`src/rtl/nv21_pkg.sv`:
```
package nv21_pkg;

    // Build-time defaults for the frame geometry limits
    localparam int MAX_WIDTH_DEF  = 2048;
    localparam int MAX_HEIGHT_DEF = 4096;

    // Configuration register widths and reset values
    localparam int HALF_WIDTH_W   = 11;
    localparam int FRAME_HEIGHT_W = 13;
    localparam logic [HALF_WIDTH_W-1:0]   HALF_WIDTH_RST   = 11'd320;
    localparam logic [FRAME_HEIGHT_W-1:0] FRAME_HEIGHT_RST = 13'd480;

    localparam int APB_AW = 3;
    localparam int APB_DW = 32;

    typedef enum logic [0:0] {
        REG_HALF_WIDTH   = 1'b0,
        REG_FRAME_HEIGHT = 1'b1
    } cfg_reg_t;

    // Conversion constants
    localparam logic [7:0]         LUMA_OFFSET   = 8'd16;
    localparam logic [7:0]         CHROMA_OFFSET = 8'd128;
    localparam logic [10:0]        COEF_Y        = 11'd1192;
    localparam logic signed [12:0] COEF_RV       = 13'sd1634;
    localparam logic signed [12:0] COEF_GV       = 13'sd833;
    localparam logic signed [12:0] COEF_GU       = 13'sd400;
    localparam logic signed [12:0] COEF_BU       = 13'sd2066;
    localparam logic [17:0]        CHAN_MAX      = 18'd262143;
    localparam logic [7:0]         ALPHA_OPAQUE  = 8'hff;

    localparam int QUEUE_DEPTH = 2;

    typedef struct packed {
        logic [7:0] luma;
        logic [7:0] cr_sample;
        logic [7:0] cb_sample;
    } pix_in_t;

    typedef struct packed {
        logic [31:0] argb_word;
        logic        line_end;
        logic        frame_end;
    } pix_out_t;

    typedef struct packed {
        logic [HALF_WIDTH_W-1:0]   half_width;
        logic [FRAME_HEIGHT_W-1:0] frame_height;
    } cfg_t;

    typedef struct packed {
        logic [7:0] cr;
        logic [7:0] cb;
    } chroma_t;

    // One classified pixel handed from the front end to the math pipeline
    typedef struct packed {
        logic [7:0] luma;
        chroma_t    chroma;
        logic       line_end;
        logic       frame_end;
    } work_t;

    typedef enum logic [1:0] {
        SRC_INPUT = 2'd0,
        SRC_LINE  = 2'd1,
        SRC_HELD  = 2'd2
    } chroma_src_t;

endpackage

```
`src/rtl/nv21_queue.sv`:
```
module nv21_queue (
    input  logic            aclk,
    input  logic            aresetn,
    input  logic            push_valid,
    output logic            push_ready,
    input  nv21_pkg::work_t push_data,
    output logic            pop_valid,
    input  logic            pop_ready,
    output nv21_pkg::work_t pop_data
);

    import nv21_pkg::*;

    localparam int PTR_W = $clog2(QUEUE_DEPTH);
    localparam int CNT_W = $clog2(QUEUE_DEPTH + 1);

    work_t            mem_reg [QUEUE_DEPTH];
    logic [PTR_W-1:0] wr_ptr_reg, wr_ptr_next;
    logic [PTR_W-1:0] rd_ptr_reg, rd_ptr_next;
    logic [CNT_W-1:0] count_reg, count_next;
    logic             push, pop;

    assign push_ready = count_reg != CNT_W'(QUEUE_DEPTH);
    assign pop_valid  = count_reg != '0;
    assign push       = push_valid && push_ready;
    assign pop        = pop_valid && pop_ready;
    assign pop_data   = mem_reg[rd_ptr_reg];

    always_comb begin
        wr_ptr_next = push ? wr_ptr_reg + PTR_W'(1) : wr_ptr_reg;
        rd_ptr_next = pop ? rd_ptr_reg + PTR_W'(1) : rd_ptr_reg;
        count_next  = count_reg;
        if (push && !pop) begin
            count_next = count_reg + CNT_W'(1);
        end else if (pop && !push) begin
            count_next = count_reg - CNT_W'(1);
        end
    end

    always_ff @(posedge aclk) begin
        if (!aresetn) begin
            wr_ptr_reg <= '0;
            rd_ptr_reg <= '0;
            count_reg  <= '0;
        end else begin
            wr_ptr_reg <= wr_ptr_next;
            rd_ptr_reg <= rd_ptr_next;
            count_reg  <= count_next;
        end
    end

    always_ff @(posedge aclk) begin
        if (push) begin
            mem_reg[wr_ptr_reg] <= push_data;
        end
    end

endmodule

```
`config.mk`:
```
export PLATFORM = sky130hd
export DESIGN_NAME = nv21_queue
export DESIGN_NICKNAME = d
export VERILOG_FILES = /design/src/rtl/nv21_pkg.sv /design/src/rtl/nv21_queue.sv
export SDC_FILE = /design/constraint.sdc
export NUM_CORES = 1
export LEC_CHECK = 0
export BUFFER_PORTS_ARGS = -buffer_cell sky130_fd_sc_hd__buf_2
export CAP_MARGIN = 15
export CORE_UTILIZATION = 55
export DETAILED_ROUTE_END_ITERATION = 10
export PLACE_DENSITY = 0.83
export SLEW_MARGIN = 10
export SYNTH_ARGS = -nofsm -noshare
export SYNTH_HDL_FRONTEND = slang
export SYNTH_SLANG_ARGS = --single-unit
```
`constraint.sdc`:
```
create_clock -name aclk -period 4.1 [get_ports aclk]
set_input_delay 0.205 -clock aclk [delete_from_list [all_inputs] [get_ports aclk]]
set_output_delay 0.205 -clock aclk [all_outputs]
set_load 0.01 [all_outputs]
```
== Yosys cells after proc, flatten, opt, wreduce, memory -nomap -nowiden ==
Memory sizes are Yosys's and may differ from the RTL's. A register that Yosys moved wholly into a read port is not among the register bits.
Index checks and enable logic that the tools add are counted.
Word-level totals
  bits in registers: 4
  bits in writable memories: 52
  input bits: 30
  output and inout port bits: 28
  logic and storage cells: 23
  memories: 1
Cells by class
  add/sub/neg operators: 4
  equality and inequality tests: 1
  muxes and demuxes: 6
  reduce and logical (&&, ||, !) cells: 8
Memory list
  mem_reg: depth 2, bits a word 26, rd ports 1, clocked after memory_dff 1, wr ports 1, line nv21_queue.sv:17  | work_t mem_reg [QUEUE_DEPTH];
Operators by type and width (count)
  logical AND 1 bit: 4
  2-to-1 mux 1 bit: 4
  2-to-1 mux 2 bit: 2
  nonzero test 2 bit: 2
  adder 1 bit (second input constant): 2
  adder 2 x 1 -> 2 bit (second input constant): 1
  zero test 1 bit: 2
  inequality test 2 bit (second input constant): 1
  subtractor 2 x 1 -> 2 bit (second input constant): 1

== Longest topological paths before layout ==
Gate-level depths: netlist of the first run.
  depth in word-level cells: 6
  gate-level depth with buffers: 6
  mapped depth without buffers: 6

== Least setup slack after synthesis of the first run ==
OpenSTA, ideal clock, no wires.
  kind: register -> register
  from: reg count_reg[0]
  to: mem mem_reg[1][0] in the netlist's numbering, enable pin
  setup time: 385 ps
  arrival: 1274 ps
  data required time: 3715 ps
  path slack: 2441 ps
  cell stages (with the launch flop): 3
  path buffers: 0
  clock period less this slack: 1659 ps
  cells stage by stage: dfxtp_1 nand2b_4 and3_1
On the way
  cells in the longest elaborated chain, start to end: 4
Ends and longest elaborated chain
  from (decl): line nv21_queue.sv:20  | logic [CNT_W-1:0] count_reg, count_next;
  from (signal assigned): line nv21_queue.sv:48  | count_reg <= count_next;
  inequality test 2 bit: line nv21_queue.sv:23  | assign push_ready = count_reg != CNT_W'(QUEUE_DEPTH);
  net push_ready: line nv21_queue.sv:5  | output logic push_ready,
  logical AND 1 bit: line nv21_queue.sv:25  | assign push = push_valid && push_ready;
  2-to-1 mux 1 bit: line nv21_queue.sv:53  | if (push) begin
  2-to-1 mux 1 bit (implied by the code): line nv21_queue.sv:54  | mem_reg[wr_ptr_reg] <= push_data;
  to (decl): line nv21_queue.sv:17
The timed path passes the listed nets, and every way through them passes these cells.

==> results.cfg, run 1 <==
[timing]
rsz0062_at_grt = no
relSlewSlack_pct = 24.75
hold_viol_final = 0
clock_skew_ns = 0.007450
fin_crit_ns = 2.172
tightest_slew_ns = 1.127
final_max_slew_viol_count = 0
setup_viol = 0
fmax_mhz = 460.4
fin_setup_tns_ns = 0
period_share_pct = 52.98

[synth]
yosysTopAreaCellShare_pct = 73.93
synth_seq_cells = 57
synthAdderAreaFrac_pct = 0.5924
synth_top_area_cell = edfxtp_1
synthXorXnorAreaFrac_pct = 1.244
yosys.cell_types.count = 19
yosysSeqAreaShare_pct = 78.67
yosys-top-cells-area = edfxtp_1 (74%), mux2_2 (14%), dfxtp_1 (4.7%)
synth_fp_nets = 136
synth_mux_area_share_pct = 13.86
synth-simple-area-share_pct = 3.081
yosys_warnings = 0
synthCells = 105
synth_top_family_by_area = multiplexers
syn_area_per_cell_um2 = 20.11
synth_compound_area_share_pct = 1.659
synth_area_mm2 = 0.002112

[global_route]
antenna_found_initial = 0
grt_overflow = 0
grt_max_degree = 27
grtUsageTotal_pct = 18.24
grt_first_pass_wirelength_um = 5168
grt_pass1_vias = 1156

[floorplan]
dieArea_mm2 = 0.004092
num_io_pins = 58
core.rowCount = 22
start_util_pct = 57.69
dieWidth_um = 63.97
core_mm2 = 0.003661
dieHeight_um = 63.97

[route]
wl_per_cell_um = 15.13
drc_errors = 0
antenna_left = 0
first_pass_iters = 4
vias = 1108
vias_per_cell = 4.969
wirelength_um = 3373
drt-initial-drc-count = 26

[pwr]
leakagePower_nw = 0.9909
swShare_pct = 27.43
seqPwrFrac_pct = 50.5
clock_power_share_pct = 25.6
power_density_mw_per_mm2 = 602.4
internal-power_w = 0.001140
max-vdd-ir-drop_mv = 0.3818
p_sw_w = 0.0004311
combPwrFrac_pct = 23.9

[clocking]
cts_root_buffer = clkbuf_8
cts_resized = 0
cts_tree = built
cts_buffers = 9
cts.sinks = 57
cts_max_path_buffers = 2
cts_hold_buf = 0
cts_max_level = 3
clkLatencyLatePin_ns = 0.32
clkTransAtPathRegs_ns = 0.06
postCtsSetupBuffers = 0

[place]
dp.cells = 207
routabilityCongestion = 0.7291
dpl_cell_area_mm2 = 0.002442
portBuffers = 57
dp_hpwl_um = 2127

[run]
max-cap-violations = 0

[outcome]
outcome = complete, no violations

[finish]
largest_reg_flops = 52
fin_area_mm2 = 0.002609
drive_gt1_share_pct = 56.00
fin_cells = 223
antenna_cells = 0
area_growth_pct = 23.52
fillers = 251
final_nets = 202

[hold_path]
whs_path_depth = 1
hold_class = input port to flop

[worst_setup_path]
start_kind = flop
crit_chain = mux2_2, buf_2
path_depth = 2
cp-end-kind = primary output
required_ns = 3.89
crit_type = flop to primary output
critPathTopFamily = flip-flops
cp.buffers_inverters = 1
crit_arrival_ns = 1.97
cpMaxStageDelayCell = dfxtp_1
max_stage_delay_ns = 1.07
crit_fanout = 26
rr_worst_depth = 3
-- synthesized netlist by cell type --
cell type and number:
ha_1 1, nand3b_1 1, dfxtp_1 5, o21ai_0 1, a21boi_1 1, and2_1 4
a21boi_0 1, or2_2 1, inv_1 1, and3_1 1, xor2_1 1, a21bo_2 1
nand2b_4 1, edfxtp_1 52, mux2_2 26, buf_2 3, or3_1 1, o21ai_1 1
xnor2_1 2
-- stage by stage --
stage / setup slack, ns / hold slack, ns / total power [W] / utilization [%]
5_1_grt: 1.815 / 0.05537 / 0.001647 / 71.26
3_3_place_gp: 2.221 / 0.3936 / 0.001159 / 66.71
2_1_floorplan: 2.441 / 0.3039 / 0.001039 / -
4_1_cts: 1.879 / 0.05723 / 0.001583 / 70.85
3_5_place_dp: 2.132 / 0.3961 / 0.001180 / 66.71
6_report: 1.928 / 0.07333 / 0.001571 / 71.26
-- power by group through the flow --
| stage | registers [W] | logic [W] | clock network (W) |
|---|---|---|---|
| after global placement | 0.000799 | 0.000360 | 0 |
| after floorplan | 0.000763 | 0.000277 | 0 |
| final | 0.000794 | 0.000375 | 0.000402 |
| after CTS | 0.000797 | 0.000375 | 0.000410 |
| after global routing | 0.000805 | 0.000405 | 0.000436 |
| after detailed placement | 0.000808 | 0.000372 | 0 |
-- final timing paths --
check                                  from                  endpoint  slack (ns)
setup reg to reg  count_reg[0]$_SDFFE_PN0P_  mem_reg[0][14]$_DFFE_PP_        2.23
hold reg to reg     wr_ptr_reg$_SDFFE_PN0P_   wr_ptr_reg$_SDFFE_PN0P_        0.58
hold / removal                 push_data[3]   mem_reg[1][3]$_DFFE_PP_        0.07
setup / recovery                       flop               pop_data[1]        1.93
-- final cells by class --
| type | instances | area (um^2) | share of cell area [%] |
|---|---|---|---|
| Multi-Input combinational cell | 44 | 431.7 | 16.55 |
| Inverter | 1 | 3.754 | 0.1439 |
| Timing Repair Buffer | 58 | 300.3 | 11.51 |
| Clock buffer | 10 | 127.6 | 4.892 |
| Sequential cell | 57 | 1662 | 63.69 |
| Tap cell | 48 | 60.06 | 2.302 |
| Clock inverter | 5 | 23.77 | 0.9113 |
-- placed cells by master, fill, tap and decap left out --
| cell type | count |
|---|---|
| buf_2 | 57 |
| nand2b_4 | 1 |
| nand3b_1 | 1 |
| and3_1 | 1 |
| clkinv_2 | 1 |
| dfxtp_1 | 5 |
| buf_8 | 1 |
| xor2_1 | 1 |
| o21ai_0 | 1 |
| clkinvlp_4 | 1 |
| xnor2_1 | 2 |
| a21bo_2 | 1 |
| clkinv_1 | 3 |
| a21boi_1 | 1 |
| or3_1 | 1 |
| mux2_2 | 26 |
| inv_1 | 1 |
| and2_1 | 4 |
| edfxtp_1 | 52 |
| ha_1 | 1 |
| clkbuf_1 | 1 |
| or2_2 | 1 |
| clkbuf_8 | 9 |
| o21ai_1 | 1 |
| a21boi_0 | 1 |
-- metal layers --
layer	up-vias	share of wire, %	GRT usage [%]
met5	-	0	0
met4	0	1.9	12.78
met3	6	5.9	6.607
met2	39	51	29.12
met1	527	41	20.17
li1	536	-	-
-- cell families (layout without fill, tap and decap cells) --
kind of cell | count (synthesis) | after routing
buffers and inverters | 4 | 74
adder cells (fa/ha/maj) | 1 | 1
XOR/XNOR | 3 | 3
flip-flops | 57 | 57
AO/OA/AOI/OAI | 5 | 5
AND/OR/NAND/NOR | 9 | 9
multiplexers | 26 | 26
Note: power is estimated with default switching activity, not from simulation.
==> run 2: changes to the inputs <==
- CORE_UTILIZATION: 55 -> 46
- PLACE_DENSITY: 0.83 -> 0.74
- clock period: 4.1 -> 1.9 ns (I/O delays scaled with it)
==> run 2 against run 1 <==
Hold slack worse by 0.032 ns. Power up 130%. First-iteration DRC count rose to 3.8 times the previous value. Critical path depth up 3. Critical path type is now flop to flop. Clock skew down 0.0038 ns. Count of clock-buffer cells in the layout up 3. Utilization down 4.3 points.
==> results.cfg, run 2 (synthesis results as in run 1) <==
[timing]
period_share_pct = 83.64
setup_viol = 0
fin_crit_ns = 1.589
fin_setup_tns_ns = 0
fmax_mhz = 629.3
hold_viol_final = 0
hold_slack_ns = 0.04133
clock_skew_ns = 0.003638
tightest_slew_ns = 0.3478
final_max_slew_viol_count = 0
rsz0062_at_grt = no
relSlewSlack_pct = 76.81

[worst_setup_path]
cpMaxStageDelayCell = or3_1
max_stage_delay_ns = 0.36
crit_chain = nand2b_4, and2_1, ha_1, or3_1, a21boi_1
cp-end-kind = flop
crit_fanout = 5
start_kind = flop
required_ns = 2.15
crit_arrival_ns = 1.84
crit_type = flop to flop

[pwr]
leakagePower_nw = 1.140
power_density_mw_per_mm2 = 1251
max-vdd-ir-drop_mv = 0.6579

[global_route]
use_met2_pct = 28.53
busiest_layer = met2
grt_first_pass_wirelength_um = 5934
grt_overflow = 0
grtUsageTotal_pct = 16.78
antenna_found_initial = 0
met3_usage_pct = 5.523
grt_pass1_vias = 1327
grt_max_degree = 27
use_met1_pct = 17.80

[finish]
antenna_cells = 0
utilization_pct = 66.95
fillers = 335
final_common_cell = buf_2
final_nets = 231
largest_reg_flops = 52
area_growth_pct = 38.98
drive_gt1_share_pct = 50.24
final_cell_mix = buf_2 (57), edfxtp_1 (52), mux2_2 (26), dlygate4sd3_1 (26), clkbuf_8 (11)

[route]
wirelength_um = 3665
vias = 1236
antenna_left = 0
first_pass_iters = 3
wl_per_cell_um = 14.26
vias_per_cell = 4.809
drt-initial-drc-count = 99
drc_errors = 0

[run]
max-cap-violations = 0

[place]
routabilityCongestion = 0.6488
portBuffers = 57
dp_hpwl_um = 2338

[floorplan]
dieWidth_um = 69.76
core.rowCount = 24
start_util_pct = 48.17
num_io_pins = 58
dieHeight_um = 69.76
core_mm2 = 0.004384
dieArea_mm2 = 0.004866

[clocking]
cts.sinks = 57
clkTransAtPathRegs_ns = 0.06
cts_tree = built
cts_max_path_buffers = 2
cts_resized = 0
cts_buffers = 9
clkLatencyLatePin_ns = 0.32
cts_max_level = 3
cts_root_buffer = clkbuf_8

[outcome]
outcome = complete, no violations

[hold_path]
hold_class = input port to flop
-- run 2: cell types whose count changed in the layout (fill, tap and decap cells not counted) --
| cell | before | now |
|---|---|---|
| bufinv_16 | 0 | 1 |
| clkbuf_8 | 9 | 11 |
| dlygate4sd3_1 | 0 | 26 |
| buf_4 | 0 | 4 |
| buf_8 | 1 | 0 |
| clkbuf_1 | 1 | 2 |
| clkinv_1 | 3 | 1 |
| clkinvlp_4 | 1 | 0 |
-- run 2: routing by layer --
layer	share of wire (%)	vias up	wire [um]
met3	5.1	8	187
met4	1.6	0	60
met5	0	-	0
li1	-	592	-
met2	53	36	1958
met1	40	600	1458
-- run 2: repair_timing --
item / 4_1_cts / 5_1_grt
hold buffers: 26 / 0
setup buffers: 0 / 0
endpoints found under the hold margin: 52 / 0
-- run 2: report_power, final --
part | switching [W] | internal (W)
Sequential | 0.0000637 | 0.00157
Combinational | 0.000453 | 0.000487
Clock | 0.000423 | 0.000671
Total | 0.000940 | 0.00273
-- run 2: per-stage QoR --
stage / worst slack (ns) / instances / instance area (um^2) / total power, W
after detailed placement: 0.3181 / 215 / 2477 / 0.002573
after floorplan: 0.2412 / 105 / 2112 / 0.002243
after global routing: 0.1873 / 257 / 2935 / 0.003851
after global placement: 0.3947 / 215 / 2477 / 0.002531
final: 0.3108 / 257 / 2935 / 0.003673
after CTS: 0.3025 / 257 / 2935 / 0.003712
-- run 2: final timing paths --
check                           slack [ns]                      start  depth (start not counted)                        end
worst min-delay path                  0.04                    aresetn                          2    rd_ptr_reg$_SDFFE_PN0P_
worst min register to register        0.57  count_reg[1]$_SDFFE_PN0P_                          2  count_reg[1]$_SDFFE_PN0P_
worst max-delay path                  0.31  count_reg[0]$_SDFFE_PN0P_                          5  count_reg[1]$_SDFFE_PN0P_
worst max register to register        0.31  count_reg[0]$_SDFFE_PN0P_                          5  count_reg[1]$_SDFFE_PN0P_
-- run 2: layout make-up --
type,count,area (um^2),area share [%]
sequential,57,1662,56.61
timing repair buffer,87,575.6,19.61
multi-input combinational,44,431.7,14.71
clock buffer,13,158.9,5.413
tap,52,65.06,2.217
clock inverter,3,38.79,1.321
inverter,1,3.754,0.1279
-- run 2: worst max-delay path, delay by kind of cell, from the launching register on --
| kind | cells | cell delay, ns |
|---|---|---|
| DFF | 1 | 0.35 |
| adders and majority gates | 1 | 0.33 |
| AOI/OAI and AO/OA | 1 | 0.15 |
| and+or+nand+nor | 3 | 0.69 |
==> run 3: changes to the inputs <==
- CORE_UTILIZATION: 46 -> 51
- PLACE_DENSITY: 0.74 -> 0.78
- clock period: 1.9 -> 1.5 ns (I/O delays scaled with it)
==> run 3 against run 2 <==
Hold slack lost 0.019 ns. Design area is 1.3% higher. Non-clock buffer count grew 3. Register-to-register slack got worse by 0.27 ns. Power rose by 22%. Utilization increased by 7.4 points. Combinational power rose by 43%.
==> results.cfg, run 3 (synthesis results as in run 1) <==
[timing]
hold_slack_ns = 0.02201
rsz0062_at_grt = yes
fin_crit_ns = 1.455
hold_viol_final = 0
setup_viol = 0
fmax_mhz = 687.4
final_max_slew_viol_count = 0
relSlewSlack_pct = 85.56
period_share_pct = 96.98
tightest_slew_ns = 0.2166
clock_skew_ns = 0.005986

[global_route]
grt_first_pass_wirelength_um = 5947
antenna_found_initial = 0
grt_max_degree = 15
grtUsageTotal_pct = 20.27
grt_overflow = 0
grt_pass1_vias = 1296

[finish]
antenna_cells = 0
final_cell_mix = buf_2 (57), edfxtp_1 (52), mux2_2 (26), dlygate4sd3_1 (26), clkbuf_8 (9)
final_nets = 234
utilization_pct = 74.32
area_growth_pct = 40.76
final_common_cell = buf_2
largest_reg_flops = 52
drive_gt1_share_pct = 53.17

[pwr]
clock_power_share_pct = 23.4
seqPwrFrac_pct = 46.6
leakagePower_nw = 1.136
p_sw_w = 0.001197
swShare_pct = 26.77
combPwrFrac_pct = 30.0
power_density_mw_per_mm2 = 1504
internal-power_w = 0.003273
max-vdd-ir-drop_mv = 0.9546

[floorplan]
core_mm2 = 0.004000
num_io_pins = 58
core.rowCount = 23
dieArea_mm2 = 0.004402
start_util_pct = 52.80
dieHeight_um = 66.35
dieWidth_um = 66.35

[place]
routabilityCongestion = 0.6972
portBuffers = 57
dp_hpwl_um = 2639

[worst_setup_path]
required_ns = 1.42
start_kind = flop
crit_type = flop to primary output
cp-end-kind = primary output
crit_arrival_ns = 1.38
crit_fanout = 13

[hold_path]
hold_class = input port to flop

[outcome]
outcome = complete, no violations

[clocking]
cts_buffers = 9
cts_root_buffer = clkbuf_8
cts_tree = built
cts_max_level = 3
clkLatencyLatePin_ns = 0.32
postCtsSetupBuffers = 0
clkTransAtPathRegs_ns = 0.05
cts_max_path_buffers = 2
cts.sinks = 57

[route]
first_pass_iters = 4
vias_per_cell = 4.988
vias = 1272
drt-initial-drc-count = 56
wirelength_um = 3933
wl_per_cell_um = 15.42
drc_errors = 0
antenna_left = 0

[run]
max-cap-violations = 0
[run 3: timing repair]
action	CTS	global route
setup endpoints to repair	1	21
pin swaps	0	1
hold buffers	26	0
endpoints found under the hold margin	52	0
gates resized for setup	3	2
gates cloned	0	0
[run 3: power by group through the flow]
stage | clock network, W | logic (W) | registers [W]
3_3_place_gp | 0 | 0.00122 | 0.00208
6_report | 0.00105 | 0.00134 | 0.00208
2_1_floorplan | 0 | 0.000763 | 0.00208
3_5_place_dp | 0 | 0.00127 | 0.00211
4_1_cts | 0.00108 | 0.00136 | 0.00208
5_1_grt | 0.00115 | 0.00146 | 0.00210
[run 3: metrics by stage]
stage	std cells	setup TNS [ns]	worst slack [ns]	cell area, um^2	power (W)
2_1_floorplan	105	0	0.01770	2117	0.002845
3_3_place_gp	216	0	0.03908	2552	0.003306
3_5_place_dp	216	-0.05611	-0.05611	2552	0.003376
4_1_cts	255	0	0.008589	2968	0.004516
5_1_grt	255	-0.3293	-0.02628	2973	0.004711
6_report	255	0	0.04525	2973	0.004470
[run 3: critical path: stages (launching register included)]
cell     delay, ns
dfxtp_1       0.33
buf_4         0.23
mux2_2        0.36
buf_2         0.14
[run 3: metal layers]
metal  share of wire (%)  global-route usage (%)  vias to the layer above  wire length (um)
met5                   0                       0                        -                 0
met4                 1.6                   12.77                        0                64
met3                 4.4                   5.517                        8               172
met2                  58                   36.22                       36              2265
met1                  36                   20.66                      627              1431
li1                    -                       -                      601                 -
[run 3: final timing paths]
kind | startpoint | slack [ns] | depth (start not counted) | endpoint
setup / recovery | flop | 0.05 | 3 | pop_data[5]
hold / removal | aresetn | 0.02 | 2 | count_reg[0]$_SDFFE_PN0P_
setup reg to reg | count_reg[0]$_SDFFE_PN0P_ | 0.05 | 6 | count_reg[1]$_SDFFE_PN0P_
hold reg to reg | count_reg[1]$_SDFFE_PN0P_ | 0.52 | 2 | count_reg[1]$_SDFFE_PN0P_
[run 3: area by class of cell]
type	instances	area, um^2
Timing Repair Buffer	90	648.1
Sequential cell	57	1664
Fill cell	259	1027
Tap cell	50	62.56
Clock inverter	3	11.26
Multi-Input combinational cell	44	451.7
Inverter	1	7.507
Clock buffer	10	127.6
